## src/rtl/ged_pkg.sv

```systemverilog
// Package with the command codes, register indexes, event kinds and sequencer states of the grasp event debouncer.
package ged_pkg;
  localparam logic [2:0] CMD_BEGIN_A = 3'd0;
  localparam logic [2:0] CMD_BEGIN_B = 3'd1;
  localparam logic [2:0] CMD_END_A   = 3'd2;
  localparam logic [2:0] CMD_END_B   = 3'd3;
  localparam logic [2:0] CMD_TRIGGER = 3'd4;
  localparam logic [2:0] CMD_TICK    = 3'd5;

  localparam logic [1:0] REG_ENABLE    = 2'd0;
  localparam logic [1:0] REG_THRESHOLD = 2'd1;
  localparam logic [1:0] REG_WINDOW    = 2'd2;

  localparam logic EV_BEGIN = 1'b0;
  localparam logic EV_END   = 1'b1;

  typedef enum logic [2:0] {
    ST_IDLE,
    ST_READ,
    ST_DECIDE,
    ST_SCAN_RD,
    ST_SCAN_CHK,
    ST_SCAN_OUT,
    ST_FLUSH,
    ST_OUT
  } ged_state_t;
endpackage

```

## src/rtl/ged_ram.sv

```systemverilog
// Generic single-port-write, single-port-read RAM with registered read data.
module ged_ram #(
  parameter int WIDTH = 32,
  parameter int DEPTH = 64
) (
  input  logic                     clk,
  input  logic                     wr_en,
  input  logic [$clog2(DEPTH)-1:0] wr_addr,
  input  logic [WIDTH-1:0]         wr_data,
  input  logic [$clog2(DEPTH)-1:0] rd_addr,
  output logic [WIDTH-1:0]         rd_data
);
  logic [WIDTH-1:0] mem [DEPTH];

  always_ff @(posedge clk) begin
    if (wr_en) begin
      mem[wr_addr] <= wr_data;
    end
    rd_data <= mem[rd_addr];
  end
endmodule

```

## src/rtl/grasp_event_debouncer.sv

```systemverilog
// Top level of the grasp event debouncer: sequencer, flag vectors and pending-time memory.
//
//  channel | direction | handshake       | payload
//  in_     | input     | in_valid/stall  | cmd, object_id, now, trigger_level
//  out_    | output    | out_valid/stall | event_kind, event_object, event_time, last
//  cfg_    | input     | valid/ready     | cfg_index, cfg_data
//
// An overlap command passes through the read, decide and output states after its transfer,
// and no new item is taken until the sequencer is idle and the output register is empty.
// A tick or a pause walks every object through the single pending-time read port and
// the one age subtractor, in the scan read, check and output states per object and then
// a flush state; a stalled output holds the walk in the output or flush state.
// Reset clears every flag vector at once; the pending-time memory needs no clearing.
module grasp_event_debouncer #(
  parameter int NUM_OBJECTS = 64
) (
  input  logic        clk,
  input  logic        rst_n,
  input  logic        in_valid,
  output logic        in_stall,
  input  logic [2:0]  in_cmd,
  input  logic [5:0]  in_object_id,
  input  logic [31:0] in_now,
  input  logic [15:0] in_trigger_level,
  output logic        out_valid,
  input  logic        out_stall,
  output logic        out_event_kind,
  output logic [5:0]  out_event_object,
  output logic [31:0] out_event_time,
  output logic        out_last,
  input  logic        cfg_valid,
  output logic        cfg_ready,
  input  logic [1:0]  cfg_index,
  input  logic [19:0] cfg_data
);
  import ged_pkg::*;

  localparam int AW = $clog2(NUM_OBJECTS);

  ged_state_t state_r, state_nxt;

  // Configuration registers.
  logic        enable_r;
  logic [15:0] thresh_r;
  logic [19:0] window_r;

  // Per-object flags; valid bits live in flip-flops so reset clears them at once.
  logic [NUM_OBJECTS-1:0] in_a_r, in_b_r, grasped_r, pend_r;
  logic                   paused_r;

  // Captured input item.
  logic [2:0]    cmd_r;
  logic [AW-1:0] obj_r;
  logic [31:0]   now_r;

  // Scan index over all object entries.
  logic [AW-1:0] idx_r;

  // The new pending time of an overlap end is written once the decide step is done,
  // after the old pending time has been copied into the output register.
  logic        wr_pend_r;

  // A scan result is held back until the next hit or the end of the walk, so that
  // the last flag is known when it leaves.
  logic        hv_r;
  logic [5:0]  hobj_r;
  logic [31:0] htime_r;

  // Output register.
  logic        ov_r, okind_r, olast_r;
  logic [5:0]  oobj_r;
  logic [31:0] otime_r;
  logic        ov_set;

  // Memory port.
  logic          ram_we;
  logic [AW-1:0] ram_wa, ram_ra;
  logic [31:0]   ram_rd;

  ged_ram #(.WIDTH(32), .DEPTH(NUM_OBJECTS)) u_pend_time (
    .clk     (clk),
    .wr_en   (ram_we),
    .wr_addr (ram_wa),
    .wr_data (now_r),
    .rd_addr (ram_ra),
    .rd_data (ram_rd)
  );

  // The shared age unit: one subtract and compare against the window.
  logic [31:0] age;
  logic        age_lt, age_gt;
  assign age    = now_r - ram_rd;
  assign age_lt = age < {12'd0, window_r};
  assign age_gt = age > {12'd0, window_r};

  logic [AW-1:0] sidx;
  assign sidx = idx_r;

  logic in_acc, out_acc, out_free;
  assign in_acc   = in_valid && !in_stall;
  assign out_acc  = ov_r && !out_stall;
  assign out_free = !ov_r || !out_stall;

  assign in_stall  = (state_r != ST_IDLE) || ov_r;
  assign cfg_ready = (state_r == ST_IDLE) && !in_valid;

  // Overlap command decode on the captured item.
  logic op_b, op_end, mine, other;
  assign op_b   = cmd_r[0];
  assign op_end = cmd_r[1];
  assign mine   = op_b ? in_b_r[obj_r] : in_a_r[obj_r];
  assign other  = op_b ? in_a_r[obj_r] : in_b_r[obj_r];

  // A begin inside the window swallows the pending end; otherwise the begin is
  // reported. An end reports only an older end that is still pending.
  logic dec_merge, dec_begin, dec_end;
  assign dec_merge = pend_r[obj_r] && age_lt;
  assign dec_begin = !op_end && !mine && other && !grasped_r[obj_r] && !dec_merge;
  assign dec_end   = op_end && mine && grasped_r[obj_r] && pend_r[obj_r];

  // A pause scan ends every grasped object now; a tick scan publishes old pending ends.
  logic        scan_trig, scan_hit;
  logic [31:0] scan_time;
  assign scan_trig = (cmd_r == CMD_TRIGGER);
  assign scan_hit  = scan_trig ? grasped_r[sidx] : (pend_r[sidx] && age_gt);
  assign scan_time = scan_trig ? now_r : ram_rd;

  logic in_obj_ok;
  assign in_obj_ok = ({26'd0, in_object_id} < 32'(NUM_OBJECTS));

  // Next-state logic.
  always_comb begin
    state_nxt = state_r;
    unique case (state_r)
      ST_IDLE: begin
        if (in_acc) begin
          if (in_cmd <= CMD_END_B) begin
            if (!paused_r && enable_r && in_obj_ok) state_nxt = ST_READ;
          end else if (in_cmd == CMD_TRIGGER) begin
            if (in_trigger_level < thresh_r && !paused_r) state_nxt = ST_SCAN_RD;
          end else if (in_cmd == CMD_TICK) begin
            state_nxt = ST_SCAN_RD;
          end
        end
      end
      ST_READ:     state_nxt = ST_DECIDE;
      ST_DECIDE:   if (out_free) state_nxt = ST_OUT;
      ST_OUT:      if (out_free) state_nxt = ST_IDLE;
      ST_SCAN_RD:  state_nxt = ST_SCAN_CHK;
      ST_SCAN_CHK: state_nxt = ST_SCAN_OUT;
      ST_SCAN_OUT: begin
        if (out_free) begin
          state_nxt = (idx_r == AW'(NUM_OBJECTS - 1)) ? ST_FLUSH : ST_SCAN_RD;
        end
      end
      ST_FLUSH:    if (out_free) state_nxt = ST_IDLE;
      default:     state_nxt = ST_IDLE;
    endcase
  end

  // Output load: a new result enters the output register only when it is free.
  always_comb begin
    ov_set = 1'b0;
    if (out_free) begin
      unique case (state_r)
        ST_DECIDE:   ov_set = dec_begin || dec_end;
        ST_SCAN_OUT: ov_set = scan_hit && hv_r;
        ST_FLUSH:    ov_set = hv_r;
        default:     ov_set = 1'b0;
      endcase
    end
  end

  // Memory addressing.
  always_comb begin
    ram_ra = (state_r == ST_IDLE) ? AW'(in_object_id) : obj_r;
    if (state_r == ST_SCAN_RD || state_r == ST_SCAN_CHK || state_r == ST_SCAN_OUT) begin
      ram_ra = sidx;
    end
    ram_we = (state_r == ST_OUT) && out_free && wr_pend_r;
    ram_wa = obj_r;
  end

  // Datapath and flag updates.
  always_ff @(posedge clk) begin
    if (!rst_n) begin
      state_r   <= ST_IDLE;
      enable_r  <= 1'b1;
      thresh_r  <= 16'd19661;
      window_r  <= 20'd420;
      in_a_r    <= '0;
      in_b_r    <= '0;
      grasped_r <= '0;
      pend_r    <= '0;
      paused_r  <= 1'b0;
      ov_r      <= 1'b0;
      hv_r      <= 1'b0;
      wr_pend_r <= 1'b0;
      idx_r     <= '0;
    end else begin
      state_r <= state_nxt;
      if (ov_set) ov_r <= 1'b1;
      else if (out_acc) ov_r <= 1'b0;

      if (cfg_valid && cfg_ready) begin
        unique case (cfg_index)
          REG_ENABLE:    enable_r <= cfg_data[0];
          REG_THRESHOLD: thresh_r <= cfg_data[15:0];
          REG_WINDOW:    window_r <= cfg_data;
          default: ;
        endcase
      end

      unique case (state_r)
        ST_IDLE: begin
          if (in_acc) begin
            cmd_r <= in_cmd;
            obj_r <= AW'(in_object_id);
            now_r <= in_now;
            idx_r <= '0;
            wr_pend_r <= 1'b0;
            if (in_cmd == CMD_TRIGGER) begin
              if (in_trigger_level >= thresh_r) paused_r <= 1'b0;
              else if (!paused_r) paused_r <= 1'b1;
            end
          end
        end
        ST_READ: ;
        ST_DECIDE: begin
          if (out_free) begin
            if (!op_end) begin
              if (!mine) begin
                if (op_b) in_b_r[obj_r] <= 1'b1;
                else      in_a_r[obj_r] <= 1'b1;
                if (other && !grasped_r[obj_r]) begin
                  grasped_r[obj_r] <= 1'b1;
                  if (dec_merge) pend_r[obj_r] <= 1'b0;
                end
              end
            end else if (mine) begin
              if (op_b) in_b_r[obj_r] <= 1'b0;
              else      in_a_r[obj_r] <= 1'b0;
              if (grasped_r[obj_r]) begin
                grasped_r[obj_r] <= 1'b0;
                pend_r[obj_r]    <= 1'b1;
                wr_pend_r        <= 1'b1;
              end
            end
            if (dec_begin) begin
              okind_r <= EV_BEGIN;
              oobj_r  <= 6'(obj_r);
              otime_r <= now_r;
              olast_r <= 1'b1;
            end
            if (dec_end) begin
              okind_r <= EV_END;
              oobj_r  <= 6'(obj_r);
              otime_r <= ram_rd;
              olast_r <= 1'b1;
            end
          end
        end
        ST_OUT: ;
        ST_SCAN_RD: ;
        ST_SCAN_CHK: ;
        ST_SCAN_OUT: begin
          if (out_free) begin
            if (scan_trig) begin
              grasped_r[sidx] <= 1'b0;
              in_a_r[sidx]    <= 1'b0;
              in_b_r[sidx]    <= 1'b0;
            end else if (scan_hit) begin
              pend_r[sidx] <= 1'b0;
            end
            if (scan_hit) begin
              // A newer hit means the held result is not the last one.
              if (hv_r) begin
                okind_r <= EV_END;
                oobj_r  <= hobj_r;
                otime_r <= htime_r;
                olast_r <= 1'b0;
              end
              hv_r    <= 1'b1;
              hobj_r  <= 6'(sidx);
              htime_r <= scan_time;
            end
            idx_r <= idx_r + AW'(1);
          end
        end
        ST_FLUSH: begin
          if (out_free && hv_r) begin
            okind_r <= EV_END;
            oobj_r  <= hobj_r;
            otime_r <= htime_r;
            olast_r <= 1'b1;
            hv_r    <= 1'b0;
          end
        end
        default: ;
      endcase
    end
  end

  assign out_valid        = ov_r;
  assign out_event_kind   = okind_r;
  assign out_event_object = oobj_r;
  assign out_event_time   = otime_r;
  assign out_last         = olast_r;
endmodule

```

## config.mk

```make
export PLATFORM = sky130hd
export DESIGN_NAME = grasp_event_debouncer
export DESIGN_NICKNAME = d
export VERILOG_FILES = /design/src/rtl/ged_pkg.sv /design/src/rtl/ged_ram.sv /design/src/rtl/grasp_event_debouncer.sv
export SDC_FILE = /design/constraint.sdc
export NUM_CORES = 2
export LEC_CHECK = 0
export BUFFER_PORTS_ARGS = -buffer_cell sky130_fd_sc_hd__buf_4
export CORE_MARGIN = 4
export CORE_UTILIZATION = 50
export CTS_CLUSTER_SIZE = 14
export DETAILED_ROUTE_END_ITERATION = 7
export GPL_TIMING_DRIVEN = 1
export PLACE_DENSITY = 0.66
export RECOVER_POWER = 25
export REMOVE_ABC_BUFFERS = 1
export SKIP_CTS_REPAIR_TIMING = 1
export SYNTH_ARGS = -nofsm -noshare
export SYNTH_HDL_FRONTEND = slang
export SYNTH_SLANG_ARGS = --single-unit
```

## constraint.sdc

```tcl
create_clock -name clk -period 17.6 [get_ports clk]
set_clock_uncertainty 0.1 [all_clocks]
set_input_delay 3.52 -clock clk [delete_from_list [all_inputs] [get_ports clk]]
set_output_delay 3.52 -clock clk [all_outputs]
set_load 0.01 [all_outputs]
```

==> results.tsv <==
metric	value	unit
chip height	467	um
DRC Markers	4	
CTS tree	done	
GRT Resource Usage Total	29.1	%
status	finished with violations	
worst skew pair latency	0.91	ns
Synth-to-Final Area Change	12.1	%
fraction of registers with async set/reset	0	%
fillers	16100	
CP max stage delay	2.39	ns
vias in the first global route	62500	
I/O pins	127	
synthesized instance count	6512	
f_max	108	MHz
crit path launch type	flip-flop	
crit-path max FO	67	
Hold Fails Final Rpt	0	
WP data arrival	9.85	ns
core region area	210000	um^2
Chip Width	467	um
first-pass GRT wire length	457000	um
Mapped Area	105000	um^2
post-synthesis average cell area	16.2	um^2
yosys warns	0	
Layout Utilization	56.3	%
CP Buf/Inv Count	2	
final max-slew violation count	1424	
VDD IR max	141	uV
Initial DRC Count	9255	
drt via density	6.68	
DR WL/cell	33.3	um
row cnt	168	
CTS buffer count	275	
Post-synth EDFFs	2167	
layout cells sized above 1	20.7	%
clock sinks	2505	
dominant cell type by area after synthesis	edfxtp_1	
most common cell in the synthesized netlist	edfxtp_1	
Max clock buf depth	4	
top-area cell type share of the netlist area	61.8	%
period utilization	52.6	%
relative slew slack	-177	%
Detailed Route WL	321000	um
CP Cell Sequence	clkbuf_1, ha_1, nand4_1, a211oi_1, nor2_1, o21ai_0, a21oi_1, o21bai_1, a21oi_1, xnor2_1, ha_1, nand4_1, nor2_1, o311a_1, o21ai_0, nor4_1, a221oi_1, nand4_1, a21o_1, buf_4, and3_1, a311oi_1	
drt first pass iters	8	
failing checks	design-rule violations, max-capacitance violations, max-slew violations	
Area contributors post-synth	edfxtp_1 (62%), mux4_2 (11%), dfxtp_1 (6.4%), a211oi_1 (1.7%), a21oi_1 (1.7%)	
H-tree depth	5	
clk root buf	clkbuf_16	
Hold WS	0.354	ns
Netlist cell types	95	
initial antenna violation count	28	
most used cell, CP	nand4_1	
Tmin final	9.26	ns
clk slew on worst S/H paths	0.07	ns
DP HPWL	188000	um
slowest cell on the critical path	clkbuf_1	
Min-Delay Path Class	reg -> reg	
sequential-to-total area share from yosys stat	68.2	%
nets	6776	
worst-margin pin slew	4.15	ns
RSZ-0062 raised after global routing	false	
Leak Pwr	38.2	nW
CP delay by family, top	buffers and inverters	
nature of the critical path endpoint	flip-flop	
ys flop type	edfxtp_1	
Placer Congestion	0.993	
PD cells	152	nW/um^2
Critical Path RT	18.19	ns
max-cap violations	31	
GR Overflow Total	0	
Routed Antenna Nets	0	
die area	218000	um^2
DR vias	64400	
initial core utilization	50.2	%
Final Setup Violations	0	
Setup CP Type	reg -> reg	
I/O Buffers	126	
number of synthesized register bits	2505	
largest net degree at the start of global routing	163	
Synth top cells by count	edfxtp_1 (2167), mux4_2 (529), nor2_1 (399), nand2_1 (372), a21oi_1 (355)	
Final Power	0.0180	W
## layer usage
metal  up-vias  GRT usage, %  part of all wire (%)
met5         -             0                 0.037
met2      3986          43.9                    45
met4        16          11.9                   4.6
li1      26500             -                     -
met1     33000          39.7                    38
met3       835          8.85                    12
## tightest hold or removal path, delay by kind of cell, from the launching register on
family	cells	cell delay (ns)
AND/OR/NAND/NOR	1	0.05
AO/OA/AOI/OAI	1	0.05
flip-flops	1	0.31
## worst paths after layout
kind,from,endpoint,slack (ns),cells past startpoint
setup / recovery,now_r[7],flip-flop,8.34,22
hold / removal,thresh_r[8],thresh_r[8],0.35,2
setup reg to reg,now_r[7],flip-flop,8.34,22
hold reg to reg,thresh_r[8],thresh_r[8],0.35,2
## area by class of cell
| type | instances | area [um^2] | share of cell area, % |
|---|---|---|---|
| clock buffers | 345 | 7400 | 6.27 |
| multi-input cells | 3413 | 31500 | 26.7 |
| clock inverters | 120 | 956 | 0.810 |
| inverters | 98 | 368 | 0.312 |
| well taps | 2805 | 3510 | 2.97 |
| diodes | 16 | 40.0 | 0.0339 |
| repair buffers | 330 | 2440 | 2.07 |
| flip-flops and latches | 2505 | 71800 | 60.9 |
## power breakdown
part	internal (W)	switching, W	total [W]	leakage [nW]
clock	0.00317	0.00227	0.00545	4.11
combinational	0.00220	0.00356	0.00576	11.8
sequential	0.00662	0.000157	0.00678	22.2
## stage by stage
stage	instances	setup WS, ns	setup TNS, ns	area (um^2)
6_report	9632	8.34	0	118000
2_1_floorplan	6016	-57.54	-1841.21	103000
5_1_grt	9619	7.94	0	118000
3_3_place_gp	9151	7.99	0	110000
4_1_cts	9616	8.91	0	118000
3_5_place_dp	9151	8.01	0	110000
## layout by cell type, fill, tap and decap left out, drive strengths merged, types with 21 or more instances in the layout
cell / n
edfxtp: 2167
mux4: 531
nor2: 401
clkbuf: 379
nand2: 374
a21oi: 356
dfxtp: 338
buf: 296
a211oi: 255
o221a: 189
mux2i: 169
o21ai: 157
nor2b: 147
inv: 104
nand3: 97
o22ai: 94
clkinv: 93
ha: 68
nor3: 54
o22a: 50
a32oi: 47
and4: 47
o211ai: 31
mux2: 28
nand4: 21
## cells by family (layout without fill, tap and decap cells)
group	after synthesis	in the layout	synth area share, %
flops	2505	2505	68.2
compound gates	1336	1336	9.22
simple gates	1258	1258	5.71
mux	728	728	13.3
buf+inv	594	893	2.56
fa+ha+maj	69	69	0.827
xor+xnor	22	22	0.183
other cells	0	16	0
(Power assumes the default switching activity.)
